### src/rtl/core/irsp_pkg.sv
// ----------------------------------------------------------------------------
// irsp_pkg
// Shared constants, register codes and types of the row shear padder.
// ----------------------------------------------------------------------------
package irsp_pkg;

  localparam int PIX_W      = 32;
  localparam int TAN_W      = 22;
  localparam int DIM_W      = 13;
  localparam int BPP_W      = 3;
  localparam int RUN_W      = 18;
  localparam int PAD_W      = 2;
  localparam int CFG_IDX_W  = 3;
  localparam int CFG_DATA_W = 22;

  localparam logic [RUN_W-1:0] RUN_MAX = {RUN_W{1'b1}};

  localparam int DEF_MAX_WIDTH     = 4096;
  localparam int DEF_MAX_HEIGHT    = 4096;
  localparam int DEF_TAN_FRAC_BITS = 16;

  localparam logic [TAN_W-1:0] RST_TAN    = '0;
  localparam logic [DIM_W-1:0] RST_WIDTH  = DIM_W'(1);
  localparam logic [DIM_W-1:0] RST_HEIGHT = DIM_W'(1);
  localparam logic [BPP_W-1:0] RST_BPP    = BPP_W'(3);

  typedef enum logic [CFG_IDX_W-1:0] {
    CFG_TAN      = 3'd0,
    CFG_WIDTH    = 3'd1,
    CFG_HEIGHT   = 3'd2,
    CFG_TOP_DOWN = 3'd3,
    CFG_BPP      = 3'd4
  } cfg_idx_e;

  typedef struct packed {
    logic [TAN_W-1:0] tan_q16;
    logic [DIM_W-1:0] image_width;
    logic [DIM_W-1:0] image_height;
    logic             top_down;
    logic [BPP_W-1:0] bytes_per_pixel;
  } irsp_cfg_t;

  // one classified pixel on its way from front to back
  typedef struct packed {
    logic [PIX_W-1:0] pixel;
    logic             first;
    logic             ends;
    logic [RUN_W-1:0] shift;
    logic [RUN_W-1:0] blank;
    logic [1:0]       width_lo;
  } irsp_entry_t;

endpackage

### src/rtl/core/irsp_if.sv
// ----------------------------------------------------------------------------
// irsp_if
// Valid/ready channels of the row shear padder: pixels, results, config.
// ----------------------------------------------------------------------------
interface irsp_pix_if;
  import irsp_pkg::*;

  logic             valid;
  logic             ready;
  logic [PIX_W-1:0] pixel_value;

  modport source (output valid, output pixel_value, input ready);
  modport sink   (input valid, input pixel_value, output ready);
endinterface

interface irsp_res_if;
  import irsp_pkg::*;

  logic             valid;
  logic             ready;
  logic             item_kind;
  logic [PIX_W-1:0] pixel_data;
  logic [RUN_W-1:0] run_length;
  logic [PAD_W-1:0] pad_bytes;
  logic             row_end;
  logic             last;

  modport source (output valid, output item_kind, output pixel_data, output run_length,
                  output pad_bytes, output row_end, output last, input ready);
  modport sink   (input valid, input item_kind, input pixel_data, input run_length,
                  input pad_bytes, input row_end, input last, output ready);
endinterface

interface irsp_cfg_if;
  import irsp_pkg::*;

  logic                  valid;
  logic                  ready;
  logic [CFG_IDX_W-1:0]  index;
  logic [CFG_DATA_W-1:0] data;

  modport source (output valid, output index, output data, input ready);
  modport sink   (input valid, input index, input data, output ready);
endinterface

### src/rtl/core/irsp_front.sv
// ----------------------------------------------------------------------------
// irsp_front
// Accepts pixels, tracks column and row, forms frame shift and row blank.
// ----------------------------------------------------------------------------
module irsp_front #(
  parameter int MAX_WIDTH     = irsp_pkg::DEF_MAX_WIDTH,
  parameter int MAX_HEIGHT    = irsp_pkg::DEF_MAX_HEIGHT,
  parameter int TAN_FRAC_BITS = irsp_pkg::DEF_TAN_FRAC_BITS
) (
  input  logic                  clk_i,
  input  logic                  rst_ni,
  input  irsp_pkg::irsp_cfg_t   cfg_i,
  irsp_pix_if.sink              in_i,
  input  logic                  q_full_i,
  output logic                  q_push_o,
  output irsp_pkg::irsp_entry_t q_entry_o
);
  import irsp_pkg::*;

  localparam int CW = $clog2(MAX_WIDTH);
  localparam int WW = $clog2(MAX_WIDTH + 1);
  localparam int RW = $clog2(MAX_HEIGHT);
  localparam int HW = $clog2(MAX_HEIGHT + 1);
  localparam int PW = HW + TAN_W;

  logic [CW-1:0]    col_q, col_d;
  logic [RW-1:0]    row_q, row_d;
  logic [RUN_W-1:0] shift_q, shift_d;
  logic [RUN_W-1:0] blank_q, blank_d;
  logic [WW-1:0]    eff_w;
  logic [HW-1:0]    eff_h;
  logic             accept, first, ends, row_lt, row_last;
  logic [PW-1:0]    prod_h, prod_b;
  logic [PW-1:0]    scl_h, scl_b;
  logic [RUN_W-1:0] sat_h, sat_b;

  always_comb begin
    if (cfg_i.image_width == '0) begin
      eff_w = WW'(1);
    end else if (32'(cfg_i.image_width) > MAX_WIDTH) begin
      eff_w = WW'(MAX_WIDTH);
    end else begin
      eff_w = WW'(cfg_i.image_width);
    end
    if (cfg_i.image_height == '0) begin
      eff_h = HW'(1);
    end else if (32'(cfg_i.image_height) > MAX_HEIGHT) begin
      eff_h = HW'(MAX_HEIGHT);
    end else begin
      eff_h = HW'(cfg_i.image_height);
    end
  end

  assign in_i.ready = !q_full_i;
  assign accept     = in_i.valid && in_i.ready;

  assign first    = (col_q == '0);
  assign ends     = (WW'(col_q) + WW'(1)) >= eff_w;
  assign row_lt   = HW'(row_q) < eff_h;
  assign row_last = (HW'(row_q) + HW'(1)) >= eff_h;

  // scaled blanks, floor(n * tan) with saturation
  assign prod_h = PW'(eff_h) * PW'(cfg_i.tan_q16);
  assign prod_b = PW'(eff_h - HW'(row_q)) * PW'(cfg_i.tan_q16);
  assign scl_h  = prod_h >> TAN_FRAC_BITS;
  assign scl_b  = prod_b >> TAN_FRAC_BITS;
  assign sat_h  = (scl_h > PW'(RUN_MAX)) ? RUN_MAX : scl_h[RUN_W-1:0];
  assign sat_b  = (scl_b > PW'(RUN_MAX)) ? RUN_MAX : scl_b[RUN_W-1:0];

  always_comb begin
    shift_d = shift_q;
    blank_d = blank_q;
    if (first) begin
      if (row_q == '0 || !row_lt) begin
        shift_d = sat_h;
      end
      blank_d = row_lt ? sat_b : '0;
    end
    if (ends) begin
      col_d = '0;
      row_d = row_last ? '0 : row_q + RW'(1);
    end else begin
      col_d = col_q + CW'(1);
      row_d = row_q;
    end
  end

  assign q_push_o            = accept;
  assign q_entry_o.pixel     = in_i.pixel_value;
  assign q_entry_o.first     = first;
  assign q_entry_o.ends      = ends;
  assign q_entry_o.shift     = shift_d;
  assign q_entry_o.blank     = blank_d;
  assign q_entry_o.width_lo  = eff_w[1:0];

  always_ff @(posedge clk_i or negedge rst_ni) begin
    if (!rst_ni) begin
      col_q   <= '0;
      row_q   <= '0;
      shift_q <= '0;
      blank_q <= '0;
    end else if (accept) begin
      col_q   <= col_d;
      row_q   <= row_d;
      shift_q <= shift_d;
      blank_q <= blank_d;
    end
  end

endmodule

### src/rtl/core/irsp_queue.sv
// ----------------------------------------------------------------------------
// irsp_queue
// Two-entry queue that decouples pixel intake from result generation.
// ----------------------------------------------------------------------------
module irsp_queue (
  input  logic                  clk_i,
  input  logic                  rst_ni,
  input  logic                  push_i,
  input  irsp_pkg::irsp_entry_t entry_i,
  output logic                  full_o,
  input  logic                  pop_i,
  output logic                  valid_o,
  output irsp_pkg::irsp_entry_t entry_o
);
  import irsp_pkg::*;

  localparam int DEPTH = 2;

  irsp_entry_t mem_q [DEPTH];
  logic        wr_ptr_q, rd_ptr_q;
  logic [1:0]  count_q;

  assign full_o  = (count_q == 2'(DEPTH));
  assign valid_o = (count_q != '0);
  assign entry_o = mem_q[rd_ptr_q];

  always_ff @(posedge clk_i) begin
    if (push_i) begin
      mem_q[wr_ptr_q] <= entry_i;
    end
  end

  always_ff @(posedge clk_i or negedge rst_ni) begin
    if (!rst_ni) begin
      wr_ptr_q <= 1'b0;
      rd_ptr_q <= 1'b0;
      count_q  <= '0;
    end else begin
      if (push_i) begin
        wr_ptr_q <= !wr_ptr_q;
      end
      if (pop_i) begin
        rd_ptr_q <= !rd_ptr_q;
      end
      count_q <= count_q + 2'(push_i) - 2'(pop_i);
    end
  end

endmodule

### src/rtl/core/irsp_back.sv
// ----------------------------------------------------------------------------
// irsp_back
// Expands each queued pixel into lead run, pixel and trail run results.
// ----------------------------------------------------------------------------
module irsp_back (
  input  logic                  clk_i,
  input  logic                  rst_ni,
  input  irsp_pkg::irsp_cfg_t   cfg_i,
  input  logic                  q_valid_i,
  input  irsp_pkg::irsp_entry_t q_entry_i,
  output logic                  q_pop_o,
  irsp_res_if.source            out_o
);
  import irsp_pkg::*;

  localparam logic [1:0] PH_LEAD  = 2'd0;
  localparam logic [1:0] PH_PIX   = 2'd1;
  localparam logic [1:0] PH_TRAIL = 2'd2;

  logic [1:0]       ph_q, ph_d, ph_cur;
  logic [RUN_W-1:0] rest, lead, trail;
  logic             has_lead, has_trail, load;
  logic [1:0]       outw_lo, pad_prod;
  logic [PAD_W-1:0] pad;

  logic             valid_q;
  logic             kind_q, kind_d;
  logic [PIX_W-1:0] data_q, data_d;
  logic [RUN_W-1:0] run_q, run_d;
  logic [PAD_W-1:0] pad_q, pad_d;
  logic             rend_q, rend_d;
  logic             last_q, last_d;

  assign rest      = (q_entry_i.shift > q_entry_i.blank) ?
                     q_entry_i.shift - q_entry_i.blank : '0;
  assign lead      = cfg_i.top_down ? q_entry_i.blank : rest;
  assign trail     = cfg_i.top_down ? rest : q_entry_i.blank;
  assign has_lead  = q_entry_i.first && (lead != '0);
  assign has_trail = q_entry_i.ends && (trail != '0);

  // row padding only depends on the low two bits
  assign outw_lo  = q_entry_i.shift[1:0] + q_entry_i.width_lo;
  assign pad_prod = 2'(outw_lo * cfg_i.bytes_per_pixel[1:0]);
  assign pad      = 2'b00 - pad_prod;

  assign load   = q_valid_i && (!valid_q || out_o.ready);
  assign ph_cur = (ph_q == PH_LEAD && !has_lead) ? PH_PIX : ph_q;

  always_comb begin
    ph_d    = ph_q;
    q_pop_o = 1'b0;
    kind_d  = 1'b0;
    data_d  = '0;
    run_d   = '0;
    pad_d   = '0;
    rend_d  = 1'b0;
    last_d  = 1'b0;
    unique case (ph_cur)
      PH_LEAD: begin
        kind_d = 1'b1;
        run_d  = lead;
        ph_d   = PH_PIX;
      end
      PH_PIX: begin
        data_d = q_entry_i.pixel;
        if (has_trail) begin
          ph_d = PH_TRAIL;
        end else begin
          rend_d  = q_entry_i.ends;
          pad_d   = q_entry_i.ends ? pad : '0;
          last_d  = 1'b1;
          q_pop_o = load;
          ph_d    = PH_LEAD;
        end
      end
      PH_TRAIL: begin
        kind_d  = 1'b1;
        run_d   = trail;
        pad_d   = pad;
        rend_d  = 1'b1;
        last_d  = 1'b1;
        q_pop_o = load;
        ph_d    = PH_LEAD;
      end
      default: begin
        ph_d = PH_LEAD;
      end
    endcase
  end

  always_ff @(posedge clk_i or negedge rst_ni) begin
    if (!rst_ni) begin
      ph_q    <= PH_LEAD;
      valid_q <= 1'b0;
    end else begin
      if (load) begin
        ph_q    <= ph_d;
        valid_q <= 1'b1;
      end else if (out_o.ready) begin
        valid_q <= 1'b0;
      end
    end
  end

  always_ff @(posedge clk_i) begin
    if (load) begin
      kind_q <= kind_d;
      data_q <= data_d;
      run_q  <= run_d;
      pad_q  <= pad_d;
      rend_q <= rend_d;
      last_q <= last_d;
    end
  end

  assign out_o.valid      = valid_q;
  assign out_o.item_kind  = kind_q;
  assign out_o.pixel_data = data_q;
  assign out_o.run_length = run_q;
  assign out_o.pad_bytes  = pad_q;
  assign out_o.row_end    = rend_q;
  assign out_o.last       = last_q;

endmodule

### src/rtl/core/image_row_shear_padder_unit.sv
// ----------------------------------------------------------------------------
// image_row_shear_padder_unit
// Path: a transferred pixel is written into the two-entry queue, and its first
// result is loaded from the queue head into the output register.
// Output: one result per cycle through the output register while out_o.ready
// holds; a pixel inside a row gives one result, a row's first or last pixel up to three.
// Reset: column/row counters cleared, queue empty, registers to defaults.
// ----------------------------------------------------------------------------
module image_row_shear_padder_unit #(
  parameter int MAX_WIDTH     = irsp_pkg::DEF_MAX_WIDTH,
  parameter int MAX_HEIGHT    = irsp_pkg::DEF_MAX_HEIGHT,
  parameter int TAN_FRAC_BITS = irsp_pkg::DEF_TAN_FRAC_BITS
) (
  input  logic        clk_i,
  input  logic        rst_ni,
  irsp_cfg_if.sink    cfg_i,
  irsp_pix_if.sink    in_i,
  irsp_res_if.source  out_o
);
  import irsp_pkg::*;

  irsp_cfg_t   cfg_q;
  logic        q_push, q_full, q_pop, q_valid;
  irsp_entry_t push_entry, head_entry;

  assign cfg_i.ready = 1'b1;

  always_ff @(posedge clk_i or negedge rst_ni) begin
    if (!rst_ni) begin
      cfg_q.tan_q16         <= RST_TAN;
      cfg_q.image_width     <= RST_WIDTH;
      cfg_q.image_height    <= RST_HEIGHT;
      cfg_q.top_down        <= 1'b0;
      cfg_q.bytes_per_pixel <= RST_BPP;
    end else if (cfg_i.valid) begin
      unique case (cfg_i.index)
        CFG_TAN:      cfg_q.tan_q16         <= cfg_i.data[TAN_W-1:0];
        CFG_WIDTH:    cfg_q.image_width     <= cfg_i.data[DIM_W-1:0];
        CFG_HEIGHT:   cfg_q.image_height    <= cfg_i.data[DIM_W-1:0];
        CFG_TOP_DOWN: cfg_q.top_down        <= cfg_i.data[0];
        CFG_BPP:      cfg_q.bytes_per_pixel <= cfg_i.data[BPP_W-1:0];
        default: begin
        end
      endcase
    end
  end

  irsp_front #(
    .MAX_WIDTH    (MAX_WIDTH),
    .MAX_HEIGHT   (MAX_HEIGHT),
    .TAN_FRAC_BITS(TAN_FRAC_BITS)
  ) u_front (
    .clk_i    (clk_i),
    .rst_ni   (rst_ni),
    .cfg_i    (cfg_q),
    .in_i     (in_i),
    .q_full_i (q_full),
    .q_push_o (q_push),
    .q_entry_o(push_entry)
  );

  irsp_queue u_queue (
    .clk_i  (clk_i),
    .rst_ni (rst_ni),
    .push_i (q_push),
    .entry_i(push_entry),
    .full_o (q_full),
    .pop_i  (q_pop),
    .valid_o(q_valid),
    .entry_o(head_entry)
  );

  irsp_back u_back (
    .clk_i    (clk_i),
    .rst_ni   (rst_ni),
    .cfg_i    (cfg_q),
    .q_valid_i(q_valid),
    .q_entry_i(head_entry),
    .q_pop_o  (q_pop),
    .out_o    (out_o)
  );

endmodule

### src/flat_wrapper.sv
// flat-port wrapper written by rule: the top's interface ports become plain ports
module image_row_shear_padder_unit_flat import irsp_pkg::*;
#(
  parameter int MAX_WIDTH     = irsp_pkg::DEF_MAX_WIDTH,
  parameter int MAX_HEIGHT    = irsp_pkg::DEF_MAX_HEIGHT,
  parameter int TAN_FRAC_BITS = irsp_pkg::DEF_TAN_FRAC_BITS
)
  (clk_i, rst_ni, cfg_i_valid, cfg_i_index, cfg_i_data, cfg_i_ready, in_i_valid, in_i_pixel_value, in_i_ready, out_o_valid, out_o_item_kind, out_o_pixel_data, out_o_run_length, out_o_pad_bytes, out_o_row_end, out_o_last, out_o_ready);
  irsp_cfg_if cfg_i_i ();
  irsp_pix_if in_i_i ();
  irsp_res_if out_o_i ();
  input  logic clk_i;
  input  logic rst_ni;
  input wire logic [$bits(cfg_i_i.valid)-1:0] cfg_i_valid;
  input wire logic [$bits(cfg_i_i.index)-1:0] cfg_i_index;
  input wire logic [$bits(cfg_i_i.data)-1:0] cfg_i_data;
  output wire logic [$bits(cfg_i_i.ready)-1:0] cfg_i_ready;
  input wire logic [$bits(in_i_i.valid)-1:0] in_i_valid;
  input wire logic [$bits(in_i_i.pixel_value)-1:0] in_i_pixel_value;
  output wire logic [$bits(in_i_i.ready)-1:0] in_i_ready;
  output wire logic [$bits(out_o_i.valid)-1:0] out_o_valid;
  output wire logic [$bits(out_o_i.item_kind)-1:0] out_o_item_kind;
  output wire logic [$bits(out_o_i.pixel_data)-1:0] out_o_pixel_data;
  output wire logic [$bits(out_o_i.run_length)-1:0] out_o_run_length;
  output wire logic [$bits(out_o_i.pad_bytes)-1:0] out_o_pad_bytes;
  output wire logic [$bits(out_o_i.row_end)-1:0] out_o_row_end;
  output wire logic [$bits(out_o_i.last)-1:0] out_o_last;
  input wire logic [$bits(out_o_i.ready)-1:0] out_o_ready;
  assign cfg_i_i.valid = cfg_i_valid;
  assign cfg_i_i.index = cfg_i_index;
  assign cfg_i_i.data = cfg_i_data;
  assign cfg_i_ready = cfg_i_i.ready;
  assign in_i_i.valid = in_i_valid;
  assign in_i_i.pixel_value = in_i_pixel_value;
  assign in_i_ready = in_i_i.ready;
  assign out_o_valid = out_o_i.valid;
  assign out_o_item_kind = out_o_i.item_kind;
  assign out_o_pixel_data = out_o_i.pixel_data;
  assign out_o_run_length = out_o_i.run_length;
  assign out_o_pad_bytes = out_o_i.pad_bytes;
  assign out_o_row_end = out_o_i.row_end;
  assign out_o_last = out_o_i.last;
  assign out_o_i.ready = out_o_ready;
  image_row_shear_padder_unit #(.MAX_WIDTH(MAX_WIDTH), .MAX_HEIGHT(MAX_HEIGHT), .TAN_FRAC_BITS(TAN_FRAC_BITS)) u_core (.clk_i(clk_i), .rst_ni(rst_ni), .cfg_i(cfg_i_i), .in_i(in_i_i), .out_o(out_o_i));
endmodule
### config.mk
export PLATFORM = sky130hd
export DESIGN_NAME = image_row_shear_padder_unit_flat
export DESIGN_NICKNAME = d
export VERILOG_FILES = /design/src/rtl/core/irsp_pkg.sv /design/src/rtl/core/irsp_if.sv /design/src/rtl/core/irsp_front.sv /design/src/rtl/core/irsp_queue.sv /design/src/rtl/core/irsp_back.sv /design/src/rtl/core/image_row_shear_padder_unit.sv /design/src/flat_wrapper.sv
export SDC_FILE = /design/constraint.sdc
export NUM_CORES = 2
export LEC_CHECK = 0
export BUFFER_PORTS_ARGS = -buffer_cell sky130_fd_sc_hd__buf_2
export CAP_MARGIN = 20
export CORE_MARGIN = 1
export CORE_UTILIZATION = 60
export CTS_CLUSTER_SIZE = 30
export DETAILED_ROUTE_END_ITERATION = 16
export PLACE_DENSITY = 0.75
export SYNTH_ARGS = -nofsm -noshare
export SYNTH_HDL_FRONTEND = slang
export SYNTH_SLANG_ARGS = --single-unit
### constraint.sdc
create_clock -name clk_i -period 10 [get_ports clk_i]
set_input_delay 1.5 -clock clk_i [delete_from_list [all_inputs] [get_ports clk_i]]
set_output_delay 1.5 -clock clk_i [all_outputs]
set_load 0.03 [all_outputs]
* After elaboration in Yosys (flattened, before gate mapping)
Memory sizes are Yosys's and may differ from the RTL's.
Index checks and enable logic that the tools add are counted.
** Word-level totals
- Register bits :: 173
- Bits in writable memories :: 144
- Bits of input ports :: 62
- Output and inout port bits :: 58
- Word-level logic and storage cells :: 113
- Memories :: 1
** Operators by class
- Add/sub/neg operators :: 10
- Multiply operators :: 3
- Order comparisons :: 8
- Eq/ne operators :: 7
- Muxes and demuxes :: 33
- Reductions and logical operators :: 31
** Memories
- u_core.u_queue.mem_q :: words 2, bits a word 72, rd ports 1, clocked after Yosys merged registers in 0, write ports 1, RTL line irsp_queue.sv:19 : irsp_entry_t mem_q [DEPTH];
** Operators with widths (number)
- two-way mux 18 bit :: 9
- two-way mux 13 bit :: 4
- > comparator 19 x 18 -> 1 bit (second input constant) :: 2
- case mux 18 bit (2 select lines) :: 1
- nonzero test 18 bit :: 2
- multiplier 13 x 22 -> 35 bit :: 1
- multiplier 14 x 23 -> 35 bit :: 1
- adder 12 x 1 -> 13 bit (second input constant) :: 2
- >= comparator 13 bit :: 2
- > comparator 13 bit (second input constant) :: 2
- zero test 13 bit :: 2
- adder 12 x 1 -> 12 bit (second input constant) :: 2
- zero test 12 bit :: 2
- two-way mux 12 bit :: 2
- > comparator 18 bit :: 1
- subtractor 18 bit :: 1
- subtractor 13 x 12 -> 14 bit :: 1
- less-than comparator 12 x 13 -> 1 bit :: 1
- AND reduction 2 bit :: 6
- two-way mux 1 bit :: 8
- two-way mux 2 bit :: 4
- case mux 2 bit (2 select lines) :: 2
- == test 3 x 2 -> 1 bit (second input constant) :: 2
- zero test 1 bit :: 6
- 16 further kinds :: 26

* Longest topological paths before layout
An unclocked memory read counts as a cell.
- Word-level depth :: 12
- Depth in mapped cells :: 40
- Mapped depth without buffers :: 37

* Modules after synthesis
Synthesis repeated with hierarchy kept, for this count alone.
** Second synthesis, totals
- Cell total of the unflattened synthesis :: 3628
- Area, all modules :: 35685.5 µm²
** By module, submodules not included
- irsp_front :: instances 1, cells an instance 2898, area an instance 24010.5 µm²
- irsp_queue :: instances 1, cells an instance 239, area an instance 5744.3 µm²
- irsp_back :: instances 1, cells an instance 376, area an instance 3905.0 µm²
- image_row_shear_padder_unit :: instances 1, cells an instance 115, area an instance 2025.7 µm²

* Worst setup path after synthesis
OpenSTA, ideal clock, no wires.
- Kind :: flip-flop to flip-flop
- From :: reg u_core.cfg_q[6] (netlist bit)
- To :: mem u_core.u_queue.mem_q[0][19] (netlist bit) (data pin)
- Library setup time :: 0.260 ns
- Arrival :: 8.838 ns
- Data required time :: 9.740 ns
- Slack :: 0.902 ns
- Cell stages (with the launch flop) :: 37
- Path buffers :: 2
- Cell sequence :: dfrtp_1 nor4_1 a31o_1 clkbuf_1 and2_1 inv_1 ha_1 fa_1 nor2b_1 o21a_1 o21ai_0 a21oi_1 o21ai_0 nand2b_1 a31oi_1 xnor2_1 clkbuf_1 nand2_1 fa_1 fa_1 fa_1 inv_1 fa_1 fa_1 inv_1 fa_1 inv_1 ha_1 and3_1 a221o_1 a21oi_1 o221ai_1 o21ai_2 o32ai_1 o32a_1 or3_1 a32o_1
** RTL lines
- start, declared :: RTL line image_row_shear_padder_unit.sv:22 : irsp_cfg_t cfg_q;
- end, declared :: RTL line irsp_queue.sv:19

==> impl_metrics.yaml <==
critical_path:
  cpMaxStageDelayCell: "fa_1"
  cpPeakStageDelay_ns: 0.56
  r2r-start: "u_core.cfg_q[11]"
  critPathBufInv: 6
  required_ns: 10.25
  cpMostUsedCell: "fa_1"
  cp-startpoint: "u_core.cfg_q[11]"
  cp_top_family: "adder cells"
  path_max_fanout: 7
  worstSetupEndpointType: "flip-flop"
  arrival_ns: 9.86
  cp-start-kind: "flip-flop"
  crit_type: "reg2reg"
synthesis:
  synth_nets: 4211
  synth_top_flop_cell: "edfxtp_1"
  syn_inst: 3442
  syn_avg_cell_area_um2: 9.843
  ys_ff_latch: 317
  yosysTopAreaCell: "fa_1"
  netlist-cell-type-count: 91
  yosys-top-cells-area: "fa_1 27%, edfxtp_1 18%, ha_1 9.2%"
  synth_top_area_share_pct: 27.06
  seq_area_frac_synth_pct: 26.37
  async_flop_share_pct: 37.22
  yosys_warnings: 0
  syn-cell-area_mm2: 0.03388
  synth_edf_count: 199
sta:
  slew_viol_final: 0
  setup_ws_ns: 0.3845
  slew_headroom_pct: 23.79
  finalHoldViolCount: 0
  worst_slew_pin_slew_ns: 1.143
  setup_violations: 0
  skew_ns: 0.03227
  clock.fmax_mhz: 104.0
  finalCritPeriodShare_pct: 96.15
  fin_crit_ns: 9.615
clock_network:
  cts_sinks: 317
  worst_skew_pair.late_latency_ns: 0.57
  cts_tree: "done"
  numCtsBuffers: 35
  holdBufCountCts: 0
  cts_htree_levels: 2
  ctsRootBufferMaster: "clkbuf_16"
  path_clk_slew_ns: 0.06
  ctsLongestPathBuffers: 3
placed_design:
  dp_slack_ns: -0.09054
  hpwlAfterDp_um: 63850
  place.gp.congestion: 0.9459
  post_dp_cell_area_mm2: 0.03521
  port_buffers: 118
  dp.cells: 4194
detailed_routing:
  drt_iter0_drc: 1888
  wirelength_um: 86720
  wire_per_inst_um: 20.33
  antenna_left: 0
  drt-vias-per-instance: 5.870
  drcViolationCount: 0
  num_vias: 25040
  firstDrtPassIters: 5
cells_and_area:
  synthToLayoutAreaGrowth_pct: 7.925
  final_layout_size_suffix_gt1_share_pct: 10.98
  fin_area_mm2: 0.03657
  stdcell_count: 4266
  multi_input_area_mm2: 0.02215
  nets: 4258
  fin_util_pct: 65.98
  fill_cells: 4258
  final-seq-area_mm2: 0.008937
global_routing:
  track_usage_pct: 31.53
  grt_pass1_vias: 26810
  grt_pass1_wl_um: 140400
  grt_max_degree: 70
  antenna_found_initial: 2
  grt_remaining_overflow: 0
worst_hold_path:
  min_path_type: "reg2reg"
  min-delay-start: "u_core.u_front.shift_q[1]"
floorplanning:
  ios: 120
  rows: 86
  start_util_pct: 61.14
  fp.dieH_um: 239.6
  die-width_um: 239.6
  die_area_mm2: 0.05742
  core_mm2: 0.05542
run:
  max_cap_viol_count: 0
outcome:
  status: "complete, no violations"
[cell usage after synthesis (all sizes together), types with 21 or more instances]
library cell / number
edfxtp: 199
nand2: 511
nor2b: 45
o21a: 32
clkbuf: 159
nand3: 36
a21o: 37
ha: 249
nand2b: 27
xnor2: 61
and3: 27
o21ai: 121
buf: 23
mux2: 69
a21oi: 101
xor2: 29
dfrtp: 114
nor2: 144
nor4: 21
inv: 569
and2: 136
mux2i: 55
fa: 458
[repair_timing]
action,CTS,global route
resized for setup,1,16
setup endpoints to repair,16,50
pin swaps,1,5
buffers inserted,1,2
[metrics by stage]
step	hold WS [ns]	setup TNS, ns
finish	0.4796	0
global placement	0.4616	0
CTS	0.4839	0
global route	0.5054	-0.3191
detailed placement	0.4704	-0.9312
floorplan	0.4497	0
[metal layers]
metal | track usage (%) | routed length (um)
met5 | 0 | 0
met4 | 12.53 | 3424
met3 | 5.359 | 7275
met2 | 52.81 | 41520
met1 | 40.80 | 34500
[kinds of logic after synthesis]
logic type | Yosys count | synth area share [%]
other | 1 | 0.01107
adder cells (fa/ha/maj) | 707 | 36.26
AND/OR/NAND/NOR | 1028 | 14.45
multiplexers | 124 | 3.918
flip-flops | 317 | 26.37
AO/OA/AOI/OAI | 424 | 8.114
XOR/XNOR | 90 | 2.349
buffers and inverters | 751 | 8.535
[worst paths after layout]
path                                                    to  slack [ns]  cells after the start
min in group asynchronous                 u_core.cfg_q[36]        0.91                      1
worst min register to register   u_core.u_front.shift_q[1]        0.48                      2
worst max-delay path            u_core.u_queue.mem_q[1][9]        0.38                     37
worst min-delay path             u_core.u_front.shift_q[1]        0.48                      2
worst max register to register  u_core.u_queue.mem_q[1][9]        0.38                     37
max in group asynchronous          u_core.u_queue.rd_ptr_q        7.60                      3
[sequential cells by signal (all words and copies together), names as in the netlist]
signal and cells:
u_core.u_back.out_o.item_kind 1, u_core.u_queue.rd_ptr_q 1, u_core.u_queue.count_q 2, u_core.u_back.out_o.run_length 18
u_core.u_front.row_q 12, u_core.u_back.out_o.pad_bytes 2, u_core.u_back.out_o.row_end 1, u_core.u_back.out_o.last 1
u_core.u_front.blank_q 18, u_core.u_queue.mem_q 144, u_core.u_back.out_o.pixel_data 32, u_core.u_front.shift_q 18
u_core.u_back.ph_q 2, u_core.u_queue.wr_ptr_q 1, u_core.u_back.out_o.valid 1, u_core.u_front.col_q 12
u_core.cfg_q 51
[area by class of cell]
| type | count | share of cell area (%) |
|---|---|---|
| multi-input cells | 2374 | 60.58 |
| flip-flops and latches | 317 | 24.44 |
| inverters | 569 | 5.841 |
| repair buffers | 192 | 3.244 |
| well taps | 748 | 2.560 |
| clock buffers | 43 | 2.532 |
| clock inverters | 21 | 0.7870 |
| diodes | 2 | 0.01369 |
[worst reg2reg max path, delay by kind of cell, from the launching register on]
family	cells	cell delay [ns]
adders and majority gates	9	4.05
AOI/OAI and AO/OA	13	2.50
and+or+nand+nor	7	1.28
buffers and inverters	6	0.62
xor gates and xnor gates	2	0.46
DFF	1	0.40
[layout by cell type, fill, tap and decap left out, drive strengths merged, types with 6 or more instances in the layout]
| cell type | instances |
|---|---|
| inv | 574 |
| nand2 | 511 |
| fa | 458 |
| ha | 249 |
| edfxtp | 199 |
| buf | 192 |
| nor2 | 144 |
| and2 | 136 |
| o21ai | 121 |
| dfrtp | 114 |
| a21oi | 101 |
| mux2 | 69 |
| xnor2 | 61 |
| mux2i | 55 |
| nor2b | 45 |
| clkbuf | 43 |
| a21o | 37 |
| nand3 | 36 |
| o21a | 32 |
| xor2 | 29 |
| nand2b | 27 |
| and3 | 27 |
| nor4 | 21 |
| o22ai | 20 |
| o221ai | 18 |
| nor3 | 18 |
| nand4 | 15 |
| or2 | 15 |
| a31oi | 15 |
| o211ai | 10 |
| clkinv | 10 |
| a211oi | 9 |
| a21boi | 8 |
| o21bai | 8 |
| o31ai | 7 |
| or3 | 7 |
| nand3b | 6 |
Power is not shown: default switching activity piles up to over one toggle a cycle in this logic, so the estimate is an artifact.
